`src/design/rau_pkg.sv`:
```
`default_nettype none
package rau_pkg;

    localparam int DEF_WORD_BITS = 32;

    localparam logic [2:0] OP_NORM  = 3'd0;
    localparam logic [2:0] OP_ADD   = 3'd1;
    localparam logic [2:0] OP_SUB   = 3'd2;
    localparam logic [2:0] OP_MUL   = 3'd3;
    localparam logic [2:0] OP_DIV   = 3'd4;
    localparam logic [2:0] OP_CMP   = 3'd5;
    localparam logic [2:0] OP_SPLIT = 3'd6;
    localparam logic [2:0] OP_NOP   = 3'd7;

    localparam logic [1:0] ERR_OK   = 2'd0;
    localparam logic [1:0] ERR_ZERO = 2'd1;
    localparam logic [1:0] ERR_OVF  = 2'd2;

    localparam logic [1:0] REL_LT = 2'd0;
    localparam logic [1:0] REL_EQ = 2'd1;
    localparam logic [1:0] REL_GT = 2'd2;

    typedef enum logic [3:0] {
        ST_IDLE,
        ST_RED_A,
        ST_RED_B,
        ST_MUL1,
        ST_MUL2,
        ST_PREP,
        ST_RED_R,
        ST_SPLIT,
        ST_CHECK,
        ST_OUT
    } state_t;

    // divider request/response
    typedef struct packed {
        logic        start;
        logic [63:0] dividend;
        logic [63:0] divisor;
    } div_req_t;

    typedef struct packed {
        logic        done;
        logic [63:0] quot;
        logic [63:0] rem;
    } div_rsp_t;

endpackage
`default_nettype wire

```
`src/design/rau_div.sv`:
```
`default_nettype none
// Restoring unsigned divider, one quotient bit per cycle.
module rau_div
    import rau_pkg::*;
(
    input  wire logic     clk,
    input  wire logic     rst_n,
    input  wire div_req_t req,
    output div_rsp_t      rsp
);
    logic        busy_reg, busy_next;
    logic [6:0]  cnt_reg, cnt_next;
    logic [63:0] q_reg, q_next;
    logic [63:0] r_reg, r_next;
    logic [63:0] d_reg, d_next;
    logic        done_reg, done_next;
    logic [64:0] trial;
    logic [64:0] shifted;

    always_comb
    begin
        busy_next = busy_reg;
        cnt_next  = cnt_reg;
        q_next    = q_reg;
        r_next    = r_reg;
        d_next    = d_reg;
        done_next = 1'b0;
        shifted   = {r_reg, q_reg[63]};
        trial     = shifted - {1'b0, d_reg};
        if (req.start)
        begin
            busy_next = 1'b1;
            cnt_next  = 7'd0;
            q_next    = req.dividend;
            r_next    = 64'd0;
            d_next    = req.divisor;
        end
        else if (busy_reg)
        begin
            if (!trial[64])
            begin
                r_next = trial[63:0];
                q_next = {q_reg[62:0], 1'b1};
            end
            else
            begin
                r_next = shifted[63:0];
                q_next = {q_reg[62:0], 1'b0};
            end
            cnt_next = cnt_reg + 7'd1;
            if (cnt_reg == 7'd63)
            begin
                busy_next = 1'b0;
                done_next = 1'b1;
            end
        end
    end

    always_ff @(posedge clk or negedge rst_n)
    begin
        if (!rst_n)
        begin
            busy_reg <= 1'b0;
            done_reg <= 1'b0;
            cnt_reg  <= 7'd0;
        end
        else
        begin
            busy_reg <= busy_next;
            done_reg <= done_next;
            cnt_reg  <= cnt_next;
        end
    end

    always_ff @(posedge clk)
    begin
        q_reg <= q_next;
        r_reg <= r_next;
        d_reg <= d_next;
    end

    assign rsp.done = done_reg;
    assign rsp.quot = q_reg;
    assign rsp.rem  = r_reg;
endmodule
`default_nettype wire

```
`config.mk`:
```
export PLATFORM = sky130hd
export DESIGN_NAME = rau_div
export DESIGN_NICKNAME = d
export VERILOG_FILES = /design/src/design/rau_pkg.sv /design/src/design/rau_div.sv
export SDC_FILE = /design/constraint.sdc
export NUM_CORES = 1
export LEC_CHECK = 0
export ABC_CLOCK_PERIOD_IN_PS = 8500
export BUFFER_PORTS_ARGS = -buffer_cell sky130_fd_sc_hd__buf_2
export CAP_MARGIN = 20
export CORE_AREA = 5 5 162 164
export CTS_CLUSTER_SIZE = 10
export DETAILED_ROUTE_END_ITERATION = 10
export DIE_AREA = 0 0 167 169
export GPL_ROUTABILITY_DRIVEN = 0
export PLACE_DENSITY = 0.72
export SLEW_MARGIN = 15
export SYNTH_ARGS = -nofsm -noshare
export SYNTH_HDL_FRONTEND = slang
export SYNTH_SLANG_ARGS = --single-unit
```
`constraint.sdc`:
```
create_clock -name clk -period 8.5 [get_ports clk]
set_input_delay 1.275 -clock clk [delete_from_list [all_inputs] [get_ports clk]]
set_output_delay 1.275 -clock clk [all_outputs]
set_load 0.02 [all_outputs]
```
==> results of run 1 <==
-- cells by family after synthesis --
kind of cell,count (synthesis)
flops,201
xor+xnor,65
simple gates,333
buf+inv,141
mux,68
compound gates,325
fa+ha+maj,66
-- stage by stage --
stage               cells  utilization (%)  hold WS, ns  area, sq um
CTS                  1782             56.8        0.503        14100
global placement     1737             53.8        0.483        13300
floorplan            1199                -        0.513        11800
detailed placement   1737             53.8        0.495        13300
global route         1782             56.8        0.524        14100
finish               1782             56.8        0.497        14100
-- worst paths after layout --
check,start,to,slack (ns),cells past startpoint
min in group asynchronous,rst_n,cnt_reg[0]$_DFFE_PN0P_,0.59,1
worst min register to register,r_reg[36]$_SDFFE_PP0P_,r_reg[36]$_SDFFE_PP0P_,0.50,2
worst max register to register,q_reg[63]$_DFFE_PP_,r_reg[51]$_SDFFE_PP0P_,4.32,12
worst min-delay path,r_reg[36]$_SDFFE_PP0P_,r_reg[36]$_SDFFE_PP0P_,0.50,2
max in group asynchronous,rst_n,busy_reg$_DFF_PN0_,7.71,1
worst max-delay path,q_reg[63]$_DFFE_PP_,r_reg[51]$_SDFFE_PP0P_,4.32,12
-- final cells by class --
class                   count  area [sq um]
flip-flops and latches    201          5350
fillers                  2186         10700
inverters                  83           312
well taps                 330           413
clock buffers              42           719
multi-input cells         857          5880
clock inverters             3          32.5
repair buffers            266          1360
-- power groups by stage --
| stage | clock network (mW) | registers (mW) | logic (mW) |
|---|---|---|---|
| after floorplan | 0 | 1.34 | 0.607 |
| after global placement | 0 | 1.27 | 0.960 |
| after detailed placement | 0 | 1.27 | 0.971 |
| after CTS | 1.00 | 1.25 | 0.975 |
| after global routing | 1.05 | 1.27 | 1.08 |
| final | 0.984 | 1.25 | 0.977 |
-- routing by layer --
metal	wire, um	vias to the layer above
met1	13900	4636
met5	0	-
met2	14900	394
li1	-	4850
met4	1070	0
met3	2590	59
-- placed cells by master, fill, tap and decap left out, types with 5 or more instances in the layout --
cell	n
sky130_fd_sc_hd__dfrtp_1	8
sky130_fd_sc_hd__nand2b_1	10
sky130_fd_sc_hd__inv_1	82
sky130_fd_sc_hd__o211ai_1	8
sky130_fd_sc_hd__buf_4	7
sky130_fd_sc_hd__a21oi_1	89
sky130_fd_sc_hd__a311oi_1	26
sky130_fd_sc_hd__o221ai_1	5
sky130_fd_sc_hd__a31oi_1	10
sky130_fd_sc_hd__nand2_1	142
sky130_fd_sc_hd__nand4_1	20
sky130_fd_sc_hd__or3_1	6
sky130_fd_sc_hd__a21o_1	23
sky130_fd_sc_hd__mux2i_1	5
sky130_fd_sc_hd__mux2_2	63
sky130_fd_sc_hd__a211oi_1	7
sky130_fd_sc_hd__buf_2	258
sky130_fd_sc_hd__xnor2_1	39
sky130_fd_sc_hd__a32oi_1	12
sky130_fd_sc_hd__nor3_1	8
sky130_fd_sc_hd__o21ai_0	63
sky130_fd_sc_hd__o21a_1	9
sky130_fd_sc_hd__clkbuf_16	25
sky130_fd_sc_hd__clkbuf_1	14
sky130_fd_sc_hd__nor2b_1	11
sky130_fd_sc_hd__xor2_1	24
sky130_fd_sc_hd__nor2_1	88
sky130_fd_sc_hd__o21bai_1	10
sky130_fd_sc_hd__edfxtp_1	128
sky130_fd_sc_hd__and2_1	5
sky130_fd_sc_hd__nand3_1	17
sky130_fd_sc_hd__ha_1	65
sky130_fd_sc_hd__dfxtp_1	64
sky130_fd_sc_hd__o21ai_1	14
-- worst max-delay path: stages (launching register included) --
cell	delay, ns
sky130_fd_sc_hd__edfxtp_1	0.36
sky130_fd_sc_hd__inv_1	0.05
sky130_fd_sc_hd__ha_1	0.21
sky130_fd_sc_hd__fa_1	0.40
sky130_fd_sc_hd__nand2b_1	0.19
sky130_fd_sc_hd__a21oi_2	0.19
sky130_fd_sc_hd__o221ai_2	0.14
sky130_fd_sc_hd__o21ai_1	0.38
sky130_fd_sc_hd__a31oi_4	0.22
sky130_fd_sc_hd__o21ai_4	0.35
sky130_fd_sc_hd__xor2_4	0.86
sky130_fd_sc_hd__nand2_2	0.44
sky130_fd_sc_hd__o22ai_1	0.29
==> impl_summary.txt, run 1 <==
----------------------------------------------------
[Clocking]
  Clk buf depth ... 3
  Htree depth ... 1
  Skew-Pair Late Insertion Delay ... roughly 0.53 ns
  Worst-path clk slew ... 0.06 ns
  Number of clock sinks seen by CTS ... 201
  Post-cts resize count ... 0
  Number of buffers created by CTS ... 25
  Number of post-CTS setup repair buffers ... 0
  TritonCTS clock tree ... yes
  Root cell of the clock tree ... sky130_fd_sc_hd__clkbuf_16
  Hold-fix buffer count after cts ... 0

[Die]
  Effective utilization at floorplan ... ~48%
  Area of the die ... 28200 sq um
  Horizontal extent of the die ... 167 um
  Row count ... 58
  Floorplan Core Area ... 24700 sq um
  Number of placed I/O pins ... 260
  Die Ht ... 169 um

[Yosys]
  Async set-reset flop share out of synthesis ... 4.48%
  XOR/XNOR share of the synthesized area ... 5.05%
  Synth Area in Compound Gates ... a little under a fifth
  Portion of netlist area occupied by mux cells ... 6.44%
  Register bit total from synthesis ... 201
  Most used standard cells in the synthesized netlist ... 142 x sky130_fd_sc_hd__nand2_1, 128 x sky130_fd_sc_hd__edfxtp_1, 89 x sky130_fd_sc_hd__a21oi_1, 89 x sky130_fd_sc_hd__nor2_1, 83 x sky130_fd_sc_hd__inv_1
  Number of cells produced by synthesis ... approximately 1200
  Top-area cell type share of the netlist area ... 32.6%
  Warning count from the yosys run ... 0
  Simple-gate share of the synthesized area ... 12.7%
  Most used flip-flop cell after synthesis ... sky130_fd_sc_hd__edfxtp_1
  Post-synthesis instance area ... 11800 sq um
  Library cell with the highest instance count after synthesis ... sky130_fd_sc_hd__nand2_1
  Number of synthesized flops with an enable pin ... 128
  Top cell type by total area after synthesis ... sky130_fd_sc_hd__edfxtp_1
  Post-synthesis sequential area ratio ... 45.3%
  Unique masters post-synth ... 77
  Cell types with the largest area share after synthesis ... sky130_fd_sc_hd__edfxtp_1 33%, sky130_fd_sc_hd__dfxtp_1 11%, sky130_fd_sc_hd__ha_1 6.9%
  Synthesized area per cell ... between 9 and 10 sq um
  Synthesized-area fraction occupied by adder cells ... a little over 7%
  Number of nets in the synthesized netlist ... 1396
  Largest family of logic cells by synthesized area ... compound AO/OA/AOI/OAI gates

[STA]
  Worst setup skew after layout ... 0.0148 ns
  Slew at the pin closest to its max-slew limit ... 1.08 ns
  Clock period minus final worst setup slack ... 4.18 ns
  Setup repair after global routing missed its margin ... false
  Final Hold Viols ... 0
  Highest attainable clock frequency ... about 240 MHz
  Fin crit share ... 49.2%
  Count of final setup violators ... 0
  Final setup TNS ... 0 ns
  Worst Setup Slack, final ... 4.32 ns
  Max transition margin ... 27.9%
  Count of pins over their slew limit ... 0

[Critical path]
  Type of the worst setup path ... flop to flop
  Worst setup SP type ... flop
  CP max FO ... 35
  Worst EP required ... 8.95 ns
  Crit path DAT ... 4.64 ns
  Endpoint kind of the worst setup timing path ... flop

[Drt]
  Detailed Routing Iterations Pass 1 ... 5
  Total via count after detailed routing ... 9939
  Aggregate routed wire length ... 32500 um
  ANT nets after route ... 0
  Detail-routed net length per standard cell ... 18.2 um
  Routed vias/inst ... 5.58
  DR iter-0 viols ... 777
  DRC violations left ... 0

[Pwr]
  Relative contribution of the clock network to total power ... 30.7%
  Maximum resistive drop on vdd ... 207 uV
  Portion of total power attributed to combinational logic ... 30.4%
  Leak pwr ... a little over 6 nW
  Internal Pwr Total ... 2.10 mW
  Sequential share of power ... 38.9%
  Switching component of the power ... around 1.1 mW
  Switching part of the total power ... 34.6%
  Total power after layout ... 3.21 mW
  Ratio of total power to cell area ... 228 nW/um^2

[Global routing]
  Total global routing track utilization ... 22.1%
  Grt peak-use layer ... met2
  Global routing usage on met1 ... 28.2%
  Global-route wire length before repair ... 51500 um
  Congestion Overflow GR ... 0
  Via count of the first global-routing pass ... 9961
  Number of antenna violations at the first check in global routing ... 0
  Met2 track demand over resource in global routing ... a little under two fifths
  Largest net degree at the start of global routing ... 68
  Global routing met3 resource utilization ... 5.53%

[Job]
  Max-Cap Viols ... 0

[Final layout]
  Area added between synthesis and finish ... 19.2%
  Share of post-route cells with drive strength above 1 ... 26.5%
  Count of nets after finishing ... 1631
  # diodes ... 0

[Placed design]
  Worst-case setup slack after placement ... 4.28 ns
  IO Port Bufs ... 259
  HPWL reported at the end of detailed placement ... ~24000 um

[Run status]
  Run status ... finished clean

[Worst hold path]
  Worst hold-check path type ... flop to flop

----------------------------------------------------
Power figures use the tool's default switching activity.
==> run 2: changes to the inputs <==
--- a/config.mk
+++ b/config.mk
@@ -5,7 +5,7 @@
 export SDC_FILE = /design/constraint.sdc
 export NUM_CORES = 1
 export LEC_CHECK = 0
-export ABC_CLOCK_PERIOD_IN_PS = 8500
+export ABC_CLOCK_PERIOD_IN_PS = 4050
 export BUFFER_PORTS_ARGS = -buffer_cell sky130_fd_sc_hd__buf_2
 export CAP_MARGIN = 20
 export CORE_AREA = 5 5 162 164
==> constraint.sdc (replaced) <==
create_clock -name clk -period 4.05 [get_ports clk]
set_input_delay 0.6075 -clock clk [delete_from_list [all_inputs] [get_ports clk]]
set_output_delay 0.6075 -clock clk [all_outputs]
set_load 0.02 [all_outputs]
==> impl_summary.txt, run 2 (synthesized netlist as in run 1, its figures left out) <==
----------------------------------------------------
[Global routing]
  Number of antenna violations at the first check in global routing ... 0 (unchanged)
  Congestion Overflow GR ... 0 (unchanged)
  Global-route wire length before repair ... 53800 um (was 51500 um)
  Total global routing track utilization ... 23.0% (was 22.1%)
  Largest net degree at the start of global routing ... 100 (was 68)
  Via count of the first global-routing pass ... 10300 (was 9961)

[Critical path]
  Worst setup SP type ... flop (unchanged)
  Register-to-register setup slack ... 0.51 ns (was 4.32 ns)
  Worst path slowest cell ... sky130_fd_sc_hd__xor2_4 (unchanged)
  Type of the worst setup path ... flop to flop (unchanged)
  Worst path cell trace ... inv_1 > ha_1 > fa_1 > nand2b_1 > a21oi_2 > o221ai_2 > o21ai_1 > buf_4 > a31oi_4 > o21ai_4 > xor2_4 > nand2_2 > o21ai_0 (was inv_1 > ha_1 > fa_1 > nand2b_1 > a21oi_2 > o221ai_2 > o21ai_1 > a31oi_4 > o21ai_4 > xor2_4 > nand2_2 > o22ai_1)
  Endpoint kind of the worst setup timing path ... flop (unchanged)
  CP max FO ... 15 (was 35)
  Number of cells on the worst reg-to-reg path ... 13 (was 12)
  Reg-to-Reg End ... r_reg[60]$_SDFFE_PP0P_ (was r_reg[51]$_SDFFE_PP0P_)
  Worst EP required ... 4.48 ns (was 8.95 ns)
  Crit path DAT ... 3.97 ns (was 4.64 ns)
  Worst r2r src ... q_reg[63]$_DFFE_PP_ (unchanged)
  Critical Path Max Stage Delay ... 0.46 ns (was 0.86 ns)

[Pwr]
  Switching part of the total power ... 34.7% (was 34.6%)
  Switching component of the power ... 2.31 mW (was 1.11 mW)
  Leak pwr ... 6.17 nW (was 6.16 nW)
  Ratio of total power to cell area ... 472 nW/um^2 (was 228 nW/um^2)
  Sequential share of power ... 39.4% (was 38.9%)
  Internal Pwr Total ... 4.35 mW (was 2.10 mW)
  Portion of total power attributed to combinational logic ... 31.3% (was 30.4%)
  Total power after layout ... 6.65 mW (was 3.21 mW)
  Maximum resistive drop on vdd ... 408 uV (was 207 uV)
  Relative contribution of the clock network to total power ... 29.4% (was 30.7%)

[Clocking]
  Htree depth ... 1 (unchanged)
  Clk buf depth ... 3 (unchanged)
  Hold-fix buffer count after cts ... 1 (was 0)
  Skew-Pair Late Insertion Delay ... 0.53 ns (about the same)
  Root cell of the clock tree ... sky130_fd_sc_hd__clkbuf_16 (unchanged)
  Worst-path clk slew ... 0.06 ns (about the same)
  Post-cts resize count ... 0 (unchanged)
  Number of clock sinks seen by CTS ... 201 (unchanged)
  Number of post-CTS setup repair buffers ... 0 (unchanged)
  Number of buffers created by CTS ... 24 (was 25)
  TritonCTS clock tree ... yes (unchanged)

[Job]
  Max-Cap Viols ... 0 (unchanged)

[Die]
  Row count ... 58 (unchanged)
  Floorplan Core Area ... 24700 sq um (unchanged)
  Effective utilization at floorplan ... 47.7% (unchanged)
  Horizontal extent of the die ... 167 um (unchanged)
  Number of placed I/O pins ... 260 (unchanged)
  Area of the die ... 28200 sq um (unchanged)
  Die Ht ... 169 um (unchanged)

[Final layout]
  Area added between synthesis and finish ... 19.3% (was 19.2%)
  Share of post-route cells with drive strength above 1 ... 26.4% (was 26.5%)
  Count of nets after finishing ... 1636 (was 1631)
  Commonest non-fill, non-tap cell in the layout ... sky130_fd_sc_hd__buf_2 (unchanged)
  Commonest non-fill, non-tap cells in the layout ... 258 x sky130_fd_sc_hd__buf_2, 142 x sky130_fd_sc_hd__nand2_1, 128 x sky130_fd_sc_hd__edfxtp_1 (unchanged)
  # diodes ... 0 (unchanged)

[STA]
  Worst setup skew after layout ... 0.0148 ns (about the same)
  Clock period minus final worst setup slack ... 3.54 ns (was 4.18 ns)
  Max transition margin ... 44.0% (was 27.9%)
  Setup repair after global routing missed its margin ... false (unchanged)
  Count of final setup violators ... 0 (unchanged)
  Count of pins over their slew limit ... 0 (unchanged)
  Slew at the pin closest to its max-slew limit ... 0.840 ns (was 1.08 ns)
  Final Hold Viols ... 0 (unchanged)
  Final setup TNS ... 0 ns (unchanged)
  Fin crit share ... 87.5% (was 49.2%)
  Highest attainable clock frequency ... 282 MHz (was 239 MHz)
  Worst Setup Slack, final ... 0.508 ns (was 4.32 ns)

[Run status]
  Run status ... finished clean (unchanged)

[Drt]
  DR iter-0 viols ... 579 (was 777)
  DRC violations left ... 0 (unchanged)
  ANT nets after route ... 0 (unchanged)
  Detail-routed net length per standard cell ... 18.5 um (was 18.2 um)
  Detailed Routing Iterations Pass 1 ... 5 (unchanged)
  Aggregate routed wire length ... 33100 um (was 32500 um)
  Routed vias/inst ... 5.60 (was 5.58)
  Total via count after detailed routing ... 10000 (was 9939)

[Worst hold path]
  Worst hold-check path type ... input port to flop (was flop to flop)
  Worst Hold Launch ... req[25] (was r_reg[36]$_SDFFE_PP0P_)
  Hold Crit Endpoint ... d_reg[25]$_DFFE_PP_ (was r_reg[36]$_SDFFE_PP0P_)
  Number of instances on the worst hold path ... 1 (was 2)

[Placed design]
  HPWL reported at the end of detailed placement ... 24800 um (was 24500 um)
  IO Port Bufs ... 259 (unchanged)
  Worst-case setup slack after placement ... 0.597 ns (was 4.28 ns)

----------------------------------------------------
==> run 2: cell count changes in the layout (fill, tap and decap cells not counted), moves of 2 or more <==
cell	before	now
sky130_fd_sc_hd__clkbuf_1	14	18
sky130_fd_sc_hd__buf_4	7	10
sky130_fd_sc_hd__buf_12	0	2
sky130_fd_sc_hd__clkbuf_8	3	1
==> run 2: worst max path at each step <==
stage	startpoint	slack, ns	end
floorplan	q_reg[63]$_DFFE_PP_	0.85	r_reg[45]$_SDFFE_PP0P_
global placement	q_reg[63]$_DFFE_PP_	0.69	r_reg[51]$_SDFFE_PP0P_
detailed placement	q_reg[63]$_DFFE_PP_	0.60	r_reg[4]$_SDFFE_PP0P_
CTS	q_reg[63]$_DFFE_PP_	0.52	r_reg[60]$_SDFFE_PP0P_
global route	q_reg[63]$_DFFE_PP_	0.32	r_reg[60]$_SDFFE_PP0P_
finish	q_reg[63]$_DFFE_PP_	0.51	r_reg[60]$_SDFFE_PP0P_
==> run 2: worst max-delay path, delay by kind of cell (launching register included) <==
kind | cells | cell delay [ns]
xor gates and xnor gates | 1 | 0.46
AOI/OAI and AO/OA | 6 | 1.26
and+or+nand+nor | 2 | 0.55
adders and majority gates | 2 | 0.61
buffers and inverters | 2 | 0.21
DFF | 1 | 0.36
==> run 2: final cells by class <==
| type | instances | area (sq um) |
|---|---|---|
| timing repair buffer | 272 | 1430 |
| clock inverter | 1 | 16.3 |
| inverter | 83 | 312 |
| multi-input combinational | 857 | 5880 |
| sequential | 201 | 5350 |
| tap | 330 | 413 |
| clock buffer | 43 | 682 |
| fill | 2200 | 10700 |
==> run 2: power by group through the flow <==
stage | sequential (mW) | combinational (mW) | clock, mW
3_5_place_dp | 2.66 | 2.07 | 0
5_1_grt | 2.65 | 2.30 | 2.09
6_report | 2.62 | 2.08 | 1.95
3_3_place_gp | 2.65 | 2.04 | 0
4_1_cts | 2.62 | 2.08 | 2.00
2_1_floorplan | 2.82 | 1.27 | 0
==> run 2: per-layer routing <==
metal	global-route usage, %	vias up	wire, um
li1	-	4859	-
met1	29.3	4670	13900
met2	38.4	408	15300
met3	6.75	63	2950
met4	6.40	0	952
met5	0	-	0
==> run 2: metrics by stage <==
step,cell area [sq um],utilization (%),hold WS [ns],cells
2_1_floorplan,11800,-,0.312,1199
3_3_place_gp,13400,54.0,0.471,1742
3_5_place_dp,13400,54.0,0.473,1742
4_1_cts,14100,56.9,0.228,1787
5_1_grt,14100,56.9,0.235,1787
6_report,14100,56.9,0.249,1787
